--- src/sv/ohrb_pkg.sv ---
// ---------------------------------------------------------------------------
// ohrb_pkg: shared types and constants for the history ring buffer
// Command codes, queued operation classes and fixed field widths.
// ---------------------------------------------------------------------------
`default_nettype none

package ohrb_pkg;

	// fixed field widths of the ports
	localparam int CNT_W = 5;   // read_count, capacity, fill_level
	localparam int AGE_W = 4;   // age

	// capacity after reset, before clamping to the ring depth
	localparam int CAP_RESET = 16;

	// queue between front and back (power of two, pointers wrap naturally)
	localparam int QDEPTH = 2;

	// input command codes
	localparam logic CMD_STORE = 1'b0;
	localparam logic CMD_READ  = 1'b1;

	// operation class decided by the front
	typedef enum logic [1:0] {
		OP_STORE     = 2'd0,
		OP_READ      = 2'd1,
		OP_READ_NONE = 2'd2
	} op_t;

endpackage

`default_nettype wire

--- src/sv/ohrb_front.sv ---
// ---------------------------------------------------------------------------
// ohrb_front: command intake
// Accepts items, classifies them and holds them in a short queue for the
// back end.
// ---------------------------------------------------------------------------
`default_nettype none

module ohrb_front #(
	parameter int DATA_WIDTH = 32
) (
	input  wire logic                    clk,
	input  wire logic                    arst_n,
	input  wire logic                    start,
	input  wire logic                    cmd,
	input  wire logic [DATA_WIDTH-1:0]   data_in,
	input  wire logic [ohrb_pkg::CNT_W-1:0] read_count,
	output logic                         busy,
	output logic                         empty,
	output logic                         head_valid,
	output ohrb_pkg::op_t                head_op,
	output logic [DATA_WIDTH-1:0]        head_data,
	output logic [ohrb_pkg::CNT_W-1:0]   head_count,
	input  wire logic                    pop
);
	import ohrb_pkg::*;

	localparam int QPW = (QDEPTH > 1) ? $clog2(QDEPTH) : 1;
	localparam int QCW = $clog2(QDEPTH + 1);

	op_t                   op_q    [QDEPTH];
	logic [DATA_WIDTH-1:0] data_q  [QDEPTH];
	logic [CNT_W-1:0]      count_q [QDEPTH];
	logic [QPW-1:0]        wr_ptr_q;
	logic [QPW-1:0]        rd_ptr_q;
	logic [QCW-1:0]        level_q;
	logic                  push;
	op_t                   op_new;

	// classify the incoming item
	always_comb begin
		if (cmd == CMD_STORE) begin
			op_new = OP_STORE;
		end else if (read_count == '0) begin
			op_new = OP_READ_NONE;
		end else begin
			op_new = OP_READ;
		end
	end

	assign busy       = (level_q == QCW'(QDEPTH));
	assign empty      = (level_q == '0);
	assign push       = start & ~busy;
	assign head_valid = ~empty;
	assign head_op    = op_q[rd_ptr_q];
	assign head_data  = data_q[rd_ptr_q];
	assign head_count = count_q[rd_ptr_q];

	// queue storage
	always_ff @(posedge clk) begin
		if (push) begin
			op_q[wr_ptr_q]    <= op_new;
			data_q[wr_ptr_q]  <= data_in;
			count_q[wr_ptr_q] <= read_count;
		end
	end

	// queue pointers and level
	always_ff @(posedge clk or negedge arst_n) begin
		if (!arst_n) begin
			wr_ptr_q <= '0;
			rd_ptr_q <= '0;
			level_q  <= '0;
		end else begin
			if (push) begin
				wr_ptr_q <= wr_ptr_q + QPW'(1);
			end
			if (pop) begin
				rd_ptr_q <= rd_ptr_q + QPW'(1);
			end
			if (push && !pop) begin
				level_q <= level_q + QCW'(1);
			end else if (pop && !push) begin
				level_q <= level_q - QCW'(1);
			end
		end
	end

endmodule

`default_nettype wire

--- src/sv/ohrb_back.sv ---
// ---------------------------------------------------------------------------
// ohrb_back: ring engine
// Owns the ring memory, write pointer, fill count and capacity; executes
// stores and streams reads newest first, one result per cycle.
// ---------------------------------------------------------------------------
`default_nettype none

module ohrb_back #(
	parameter int DEPTH      = 16,
	parameter int DATA_WIDTH = 32
) (
	input  wire logic                       clk,
	input  wire logic                       arst_n,
	input  wire logic                       head_valid,
	input  wire ohrb_pkg::op_t              head_op,
	input  wire logic [DATA_WIDTH-1:0]      head_data,
	input  wire logic [ohrb_pkg::CNT_W-1:0] head_count,
	output logic                            pop,
	output logic                            idle,
	input  wire logic                       cfg_we,
	input  wire logic [ohrb_pkg::CNT_W-1:0] cfg_data,
	output logic                            result_valid,
	output logic [DATA_WIDTH-1:0]           data_out,
	output logic [ohrb_pkg::AGE_W-1:0]      age,
	output logic                            has_data,
	output logic                            last,
	output logic [ohrb_pkg::CNT_W-1:0]      fill_level,
	output logic                            is_empty,
	output logic                            is_full
);
	import ohrb_pkg::*;

	localparam int PW = $clog2(DEPTH);
	localparam int FW = $clog2(DEPTH + 1);
	localparam int CW = (FW > CNT_W) ? FW : CNT_W;
	localparam int CAP_INIT = (CAP_RESET > DEPTH) ? DEPTH : CAP_RESET;

	typedef enum logic [1:0] {
		ST_IDLE   = 2'b01,
		ST_STREAM = 2'b10
	} state_t;

	logic [DATA_WIDTH-1:0] mem_q [DEPTH];
	state_t                state_q;
	logic [PW-1:0]         wp_q;
	logic [FW-1:0]         fill_q;
	logic [FW-1:0]         cap_q;
	logic [PW-1:0]         rd_ptr_q;
	logic [CW-1:0]         age_q;
	logic [CW-1:0]         last_age_q;

	logic                  result_valid_s2;
	logic [DATA_WIDTH-1:0] rdata_s2;
	logic [AGE_W-1:0]      age_s2;
	logic                  has_s2;
	logic                  last_s2;
	logic [CNT_W-1:0]      fill_s2;
	logic                  empty_s2;
	logic                  full_s2;

	logic                  issue;
	logic                  mem_we;
	logic [PW-1:0]         rd_addr;
	logic [PW-1:0]         dec_addr;
	logic [PW-1:0]         wp_prev;
	logic [PW-1:0]         wp_next;
	logic [FW-1:0]         fill_next;
	logic [CW-1:0]         age_cur;
	logic                  has_cur;
	logic                  last_cur;
	logic [CW-1:0]         avail;
	logic [CW-1:0]         req;
	logic [CW-1:0]         take;
	logic                  start_stream;
	logic [CNT_W-1:0]      cfg_v;
	logic [FW-1:0]         cap_new;

	assign pop  = head_valid && (state_q == ST_IDLE);
	assign idle = (state_q == ST_IDLE);

	// pointer steps, wrapping at the capacity
	assign wp_prev  = (wp_q == '0) ? PW'(cap_q - FW'(1)) : wp_q - PW'(1);
	assign wp_next  = ((FW'(wp_q) + FW'(1)) == cap_q) ? '0 : wp_q + PW'(1);
	assign dec_addr = (rd_addr == '0) ? PW'(cap_q - FW'(1)) : rd_addr - PW'(1);

	// words a read gets: min(requested, held)
	assign req   = CW'(head_count);
	assign avail = CW'(fill_q);
	assign take  = (req < avail) ? req : avail;

	// per-cycle operation select
	always_comb begin
		issue        = 1'b0;
		mem_we       = 1'b0;
		rd_addr      = rd_ptr_q;
		age_cur      = '0;
		has_cur      = 1'b0;
		last_cur     = 1'b1;
		fill_next    = fill_q;
		start_stream = 1'b0;
		if (state_q == ST_STREAM) begin
			issue    = 1'b1;
			has_cur  = 1'b1;
			age_cur  = age_q;
			last_cur = (age_q == last_age_q);
		end else if (head_valid) begin
			issue = 1'b1;
			case (head_op)
				OP_STORE: begin
					mem_we    = 1'b1;
					fill_next = (fill_q < cap_q) ? fill_q + FW'(1) : fill_q;
				end
				OP_READ: begin
					if (take != '0) begin
						has_cur      = 1'b1;
						rd_addr      = wp_prev;
						last_cur     = (take == CW'(1));
						start_stream = (take != CW'(1));
					end
				end
				default: begin
					last_cur = 1'b1;
				end
			endcase
		end
	end

	// capacity write, clamped to 1..DEPTH
	assign cfg_v   = (cfg_data == '0) ? CNT_W'(1) : cfg_data;
	assign cap_new = (int'(cfg_v) > DEPTH) ? FW'(DEPTH) : FW'(cfg_v);

	// ring memory with registered read
	always_ff @(posedge clk) begin
		if (mem_we) begin
			mem_q[wp_q] <= head_data;
		end
		rdata_s2 <= mem_q[rd_addr];
	end

	// control state
	always_ff @(posedge clk or negedge arst_n) begin
		if (!arst_n) begin
			state_q    <= ST_IDLE;
			wp_q       <= '0;
			fill_q     <= '0;
			cap_q      <= FW'(CAP_INIT);
			rd_ptr_q   <= '0;
			age_q      <= '0;
			last_age_q <= '0;
		end else if (cfg_we) begin
			cap_q  <= cap_new;
			wp_q   <= '0;
			fill_q <= '0;
		end else begin
			fill_q <= fill_next;
			if (mem_we) begin
				wp_q <= wp_next;
			end
			case (state_q)
				ST_IDLE: begin
					if (start_stream) begin
						state_q    <= ST_STREAM;
						rd_ptr_q   <= dec_addr;
						age_q      <= CW'(1);
						last_age_q <= take - CW'(1);
					end
				end
				ST_STREAM: begin
					rd_ptr_q <= dec_addr;
					age_q    <= age_q + CW'(1);
					if (last_cur) begin
						state_q <= ST_IDLE;
					end
				end
				default: begin
					state_q <= ST_IDLE;
				end
			endcase
		end
	end

	// result strobe
	always_ff @(posedge clk or negedge arst_n) begin
		if (!arst_n) begin
			result_valid_s2 <= 1'b0;
		end else begin
			result_valid_s2 <= issue;
		end
	end

	// result fields, status taken after this step
	always_ff @(posedge clk) begin
		age_s2   <= AGE_W'(age_cur);
		has_s2   <= has_cur;
		last_s2  <= last_cur;
		fill_s2  <= CNT_W'(fill_next);
		empty_s2 <= (fill_next == '0);
		full_s2  <= (fill_next == cap_q);
	end

	assign result_valid = result_valid_s2;
	assign data_out     = has_s2 ? rdata_s2 : '0;
	assign age          = age_s2;
	assign has_data     = has_s2;
	assign last         = last_s2;
	assign fill_level   = fill_s2;
	assign is_empty     = empty_s2;
	assign is_full      = full_s2;

endmodule

`default_nettype wire

--- src/sv/overwriting_history_ring_buffer.sv ---
// ---------------------------------------------------------------------------
// overwriting_history_ring_buffer: ring that keeps the newest words
// Stores overwrite the oldest word once full; reads return the newest words,
// newest first, with age and a last mark.
//
//  channel  signals                               direction  flow
//  item     start, busy, cmd, data_in, read_count in         start & !busy
//  result   result_valid, data_out, age, has_data, out        one-cycle strobe
//           last, fill_level, is_empty, is_full
//  config   cfg_valid, cfg_ready, cfg_data        in         valid & ready
//
// A store gives one result; a read gives min(n, fill) results (one if it returns
// no data), streamed one word at a time through the single read port of the ring memory.
// With the queue empty, an item is held in the queue register and its first result in the result
// registers. Reset empties the ring and sets the capacity to 16 (or DEPTH if smaller).
// A two-entry queue lets intake run ahead while a read streams; busy rises
// when it is full. Results cannot be stalled.
// ---------------------------------------------------------------------------
`default_nettype none

module overwriting_history_ring_buffer #(
	parameter int DEPTH      = 16,
	parameter int DATA_WIDTH = 32
) (
	input  wire logic                       clk,
	input  wire logic                       arst_n,
	input  wire logic                       start,
	output logic                            busy,
	input  wire logic                       cmd,
	input  wire logic [DATA_WIDTH-1:0]      data_in,
	input  wire logic [ohrb_pkg::CNT_W-1:0] read_count,
	output logic                            result_valid,
	output logic [DATA_WIDTH-1:0]           data_out,
	output logic [ohrb_pkg::AGE_W-1:0]      age,
	output logic                            has_data,
	output logic                            last,
	output logic [ohrb_pkg::CNT_W-1:0]      fill_level,
	output logic                            is_empty,
	output logic                            is_full,
	input  wire logic                       cfg_valid,
	output logic                            cfg_ready,
	input  wire logic [ohrb_pkg::CNT_W-1:0] cfg_data
);
	import ohrb_pkg::*;

	logic                  q_empty;
	logic                  head_valid;
	op_t                   head_op;
	logic [DATA_WIDTH-1:0] head_data;
	logic [CNT_W-1:0]      head_count;
	logic                  pop;
	logic                  back_idle;

	// intake and queue
	ohrb_front #(
		.DATA_WIDTH (DATA_WIDTH)
	) u_front (
		.clk        (clk),
		.arst_n     (arst_n),
		.start      (start),
		.cmd        (cmd),
		.data_in    (data_in),
		.read_count (read_count),
		.busy       (busy),
		.empty      (q_empty),
		.head_valid (head_valid),
		.head_op    (head_op),
		.head_data  (head_data),
		.head_count (head_count),
		.pop        (pop)
	);

	// capacity is taken only with nothing in flight
	assign cfg_ready = q_empty & back_idle;

	// ring engine
	ohrb_back #(
		.DEPTH      (DEPTH),
		.DATA_WIDTH (DATA_WIDTH)
	) u_back (
		.clk          (clk),
		.arst_n       (arst_n),
		.head_valid   (head_valid),
		.head_op      (head_op),
		.head_data    (head_data),
		.head_count   (head_count),
		.pop          (pop),
		.idle         (back_idle),
		.cfg_we       (cfg_valid & cfg_ready),
		.cfg_data     (cfg_data),
		.result_valid (result_valid),
		.data_out     (data_out),
		.age          (age),
		.has_data     (has_data),
		.last         (last),
		.fill_level   (fill_level),
		.is_empty     (is_empty),
		.is_full      (is_full)
	);

	// a data result never reaches past the words held
	a_age_in_fill: assert property (@(posedge clk) disable iff (!arst_n)
		result_valid && has_data |-> ({1'b0, age} < fill_level))
		else $error("data result age beyond fill level");

	// capacity is never zero, so empty and full exclude each other
	a_empty_full: assert property (@(posedge clk) disable iff (!arst_n)
		result_valid |-> !(is_empty && is_full))
		else $error("ring reported empty and full at once");

	// a read stream continues in the next cycle with the next older word
	a_stream_next: assert property (@(posedge clk) disable iff (!arst_n)
		result_valid && has_data && !last |=>
			result_valid && has_data && (age == $past(age) + 4'd1))
		else $error("read stream broken before its last item");

	// configuration is only taken with the queue drained
	a_cfg_idle: assert property (@(posedge clk) disable iff (!arst_n)
		cfg_valid && cfg_ready |-> !busy && !head_valid)
		else $error("capacity written while items are pending");

endmodule

`default_nettype wire

--- config.mk ---
export PLATFORM = sky130hd
export DESIGN_NAME = overwriting_history_ring_buffer
export DESIGN_NICKNAME = d
export VERILOG_FILES = /design/src/sv/ohrb_pkg.sv /design/src/sv/ohrb_front.sv /design/src/sv/ohrb_back.sv /design/src/sv/overwriting_history_ring_buffer.sv
export SDC_FILE = /design/constraint.sdc
export NUM_CORES = 1
export LEC_CHECK = 0
export BUFFER_PORTS_ARGS = -buffer_cell sky130_fd_sc_hd__buf_4
export CAP_MARGIN = 20
export CELL_PAD_IN_SITES_DETAIL_PLACEMENT = 0
export CELL_PAD_IN_SITES_GLOBAL_PLACEMENT = 1
export CORE_ASPECT_RATIO = 0.6
export CORE_MARGIN = 1.5
export CORE_UTILIZATION = 55
export CTS_BUF_LIST = sky130_fd_sc_hd__clkbuf_4 sky130_fd_sc_hd__clkbuf_8
export DETAILED_ROUTE_END_ITERATION = 7
export GPL_TIMING_DRIVEN = 1
export PLACE_DENSITY = 0.83
export SETUP_SLACK_MARGIN = 0.05
export SLEW_MARGIN = 20
export SYNTH_ARGS = -nofsm -noshare
export SYNTH_HDL_FRONTEND = slang
export SYNTH_SLANG_ARGS = --single-unit
--- constraint.sdc ---
create_clock -name clk -period 5.3 [get_ports clk]
set_input_delay 1.06 -clock clk [delete_from_list [all_inputs] [get_ports clk]]
set_output_delay 1.06 -clock clk [all_outputs]
set_load 0.005 [all_outputs]
==> impl_results.md <==
* Port Buf Inserts at between 90 and 100
* Number of flops mapped to enable cells by yosys at 590
* Seq/Total Area, Yosys at about 75%
* DRC violation count after routing at 0
* Worst hold path type: input pin to asynchronous set/reset pin
* Global-route wire length before repair at 85840 um
* #FFs+latches synth at 670
* CP max FO at 30
* Vias in the first global route at 13920
* Clock buffer depth at 3
* I/O pins at between 90 and 100
* H-tree depth at 3
* CP endpoint kind: flip-flop
* Global route overflow at 0
* Async SR Flop Fraction at between 5 and 6%
* ANT nets after route at 0
* Power density cells at 605.5 nW/um^2
* DIE AREA at 48720 um^2
* Hold-fix buffers at CTS at 0
* Clock skew at 0.02979 ns
* Mean Syn Cell Area at roughly 17 um^2
* Cells on worst reg2reg path at 18
* Worst Path Required at a little under 6 ns
* Leak pwr at around 11 nW
* CTS tree: yes
* Status: complete, no violations
* Nets at 1763
* CP Class: flip-flop to flip-flop
* # setup viols final at 0
* # diodes at 0
* Unrepaired setup endpoints after global routing: no
* Final WL at 57730 um
* Mapped cell area at roughly 26000 um^2
* Worst-Margin Slew at 0.8906 ns
* Die Y at 171.6 um
* Clock Latency Late Sink at 0.66 ns
* DP Wirelength at 31430 um
* Total core area at between 40000 and 50000 um^2
* CTS Buf Count at 93
* Synth cell types at 58
* Antenna violations before repair at 1
* Vias per inst at 5.859
* Num Clock Sinks at 670
* Length of the first detailed-routing pass in iterations at 5
* Initial Utilization at 55.95%
* Placer Congestion at 0.8718
* Synth-to-Final Area Change at 14.63%
* Max Freq at around 200 MHz
* Main synth FF type: edfxtp_1
* Final period utilization at 94.77%
* YS warnings at 0
* Largest net degree at the start of global routing at 63
* Die width at 284.0 um
* Crit start category: flip-flop
* Total track usage at 23.82%
* Reg clk slew, reported paths at 0.07 ns
* Max-slew violations at 0
* Max-slew headroom at around 40%
* Clock Root Buffer: clkbuf_8
* Row Count at 61
* Peak supply drop at 0.0006280 V
* Wirelength per Cell at 24.02 um
* Share of post-route cells with drive strength above 1 at 22.05%
* Min Tclk post-route at 5.023 ns
* Final setup TNS at 0 ns
* Post-layout util at between 60% and 70%
* Post-Syn Nets at 1593
* Vias at 14080
* Maxcap violations at 0
* 1st-iter DRT viols at 1446
* Final hold violations at 0
* Synthesized netlist cell count at 1527
* WP data arrival at around 5.5 ns
[registers in the layout, summed over array words and instances, names as in the netlist, 2 cells and up]
name / count
u_back.wp_q: 4
u_back.cap_q: 5
u_back.rd_ptr_q: 4
u_front.level_q: 2
u_back.avail: 5
u_front.op_q: 4
u_back.fill_level: 5
u_back.age_q: 5
u_back.rdata_s2: 32
u_front.count_q: 10
u_back.age: 4
u_back.mem_q: 512
u_front.data_q: 64
u_back.state_q: 2
u_back.last_age_q: 5
[synthesized netlist by cell type, types with 22 or more instances]
library cell  count  area [um^2]
edfxtp_1        590        17720
mux2i_1         267         2673
o22ai_1         130        813.3
dfxtp_1          45        900.9
nor2_1           43        161.4
and2_1           41        256.5
mux2_2           38        427.9
nand2_1          34        127.6
dfrtp_1          33        825.8
or4_1            33        247.7
buf_2            28        140.1
clkbuf_1         27        101.4
inv_1            22        82.58
[final cells by class]
type	count	area [um^2]
sequential	670	19500
fill	3293	16700
multi-input combinational	762	6233
clock inverter	19	135.1
tap	630	788.3
clock buffer	152	1829
inverter	22	82.58
timing repair buffer	148	1294
[worst paths after layout]
check,from,to,slack [ns]
min in group clk,u_front.level_q[1],u_front.level_q[1],0.51
max in group asynchronous,arst_n,u_front.rd_ptr_q,4.52
min,arst_n,u_front.wr_ptr_q,0.38
max,u_front.rd_ptr_q,u_back.rdata_s2[19],0.28
min reg2reg,u_front.level_q[1],u_front.level_q[1],0.51
max reg2reg,u_front.rd_ptr_q,u_back.rdata_s2[19],0.28
[power by group]
part / leakage, nW / switching, mW / internal, mW
clock network: 1.05 / 1.89 / 2.24
logic: 3.93 / 3.94 / 2.75
registers: 6.14 / 0.317 / 6.95
[per-layer routing]
| metal | up-vias | GRT usage, % | wire length, um |
|---|---|---|---|
| li1 | 6315 | - | - |
| met1 | 7169 | 35.84 | 26510 |
| met2 | 519 | 36.22 | 26090 |
| met3 | 77 | 4.443 | 4258 |
| met4 | 0 | 5.743 | 868 |
| met5 | - | 0 | 0 |
[stage by stage]
step / power, mW / cell area, um^2 / hold WS, ns / worst slack [ns] / std cells
after floorplan: 11.88 / 26050 / 0.4604 / 0.4094 / 1527
after global routing: 18.90 / 29860 / 0.3796 / 0.04722 / 2403
after global placement: 13.66 / 27770 / 0.5007 / 0.3198 / 2225
after CTS: 17.95 / 29740 / 0.3489 / 0.1226 / 2396
after detailed placement: 13.84 / 27770 / 0.5068 / 0.1193 / 2225
final: 18.08 / 29860 / 0.3778 / 0.2774 / 2403
[cells in the final DEF, fill, tap and decap left out, types with 12 or more instances in the layout]
| master | count |
|---|---|
| a21oi_1 | 19 |
| and2_1 | 41 |
| buf_4 | 133 |
| clkbuf_4 | 42 |
| clkbuf_8 | 110 |
| dfrtp_1 | 32 |
| dfxtp_1 | 45 |
| edfxtp_1 | 590 |
| ha_1 | 19 |
| inv_1 | 22 |
| mux2_2 | 38 |
| mux2i_1 | 266 |
| nand2_1 | 34 |
| nor2_1 | 30 |
| nor2_4 | 13 |
| o21ai_0 | 21 |
| o22ai_1 | 130 |
| or4_1 | 33 |
| xnor2_1 | 17 |
| xor2_1 | 12 |
[kinds of logic after synthesis]
family                     Yosys count  share of synthesized area (%)
buffers and inverters               95                          1.907
DFF                                670                          74.85
adders and majority gates           19                         0.9126
and+or+nand+nor                    210                          4.467
AOI/OAI and AO/OA                  195                          4.712
xor gates and xnor gates            31                          1.148
muxes                              307                          12.01
[worst max-delay path: stages, from the launching register on]
cell     delay, ns
dfrtp_2       0.50
mux2_2        0.39
ha_1          0.32
nand4_1       0.14
a21oi_2       0.24
nor2_1        0.12
buf_4         0.18
nand2_1       0.06
o21ai_0       0.14
ha_1          0.33
o211a_1       0.18
nor3_4        0.42
mux2i_4       0.34
buf_12        0.14
buf_12        0.19
buf_12        0.26
mux2i_1       0.27
o22ai_1       0.11
or4_1         0.50
[timing repair]
action                                  4_1_cts  5_1_grt
gates resized for setup                       0        4
setup buffers                                 0        5
endpoints found under the setup margin        0       32
(Power assumes the default switching activity.)
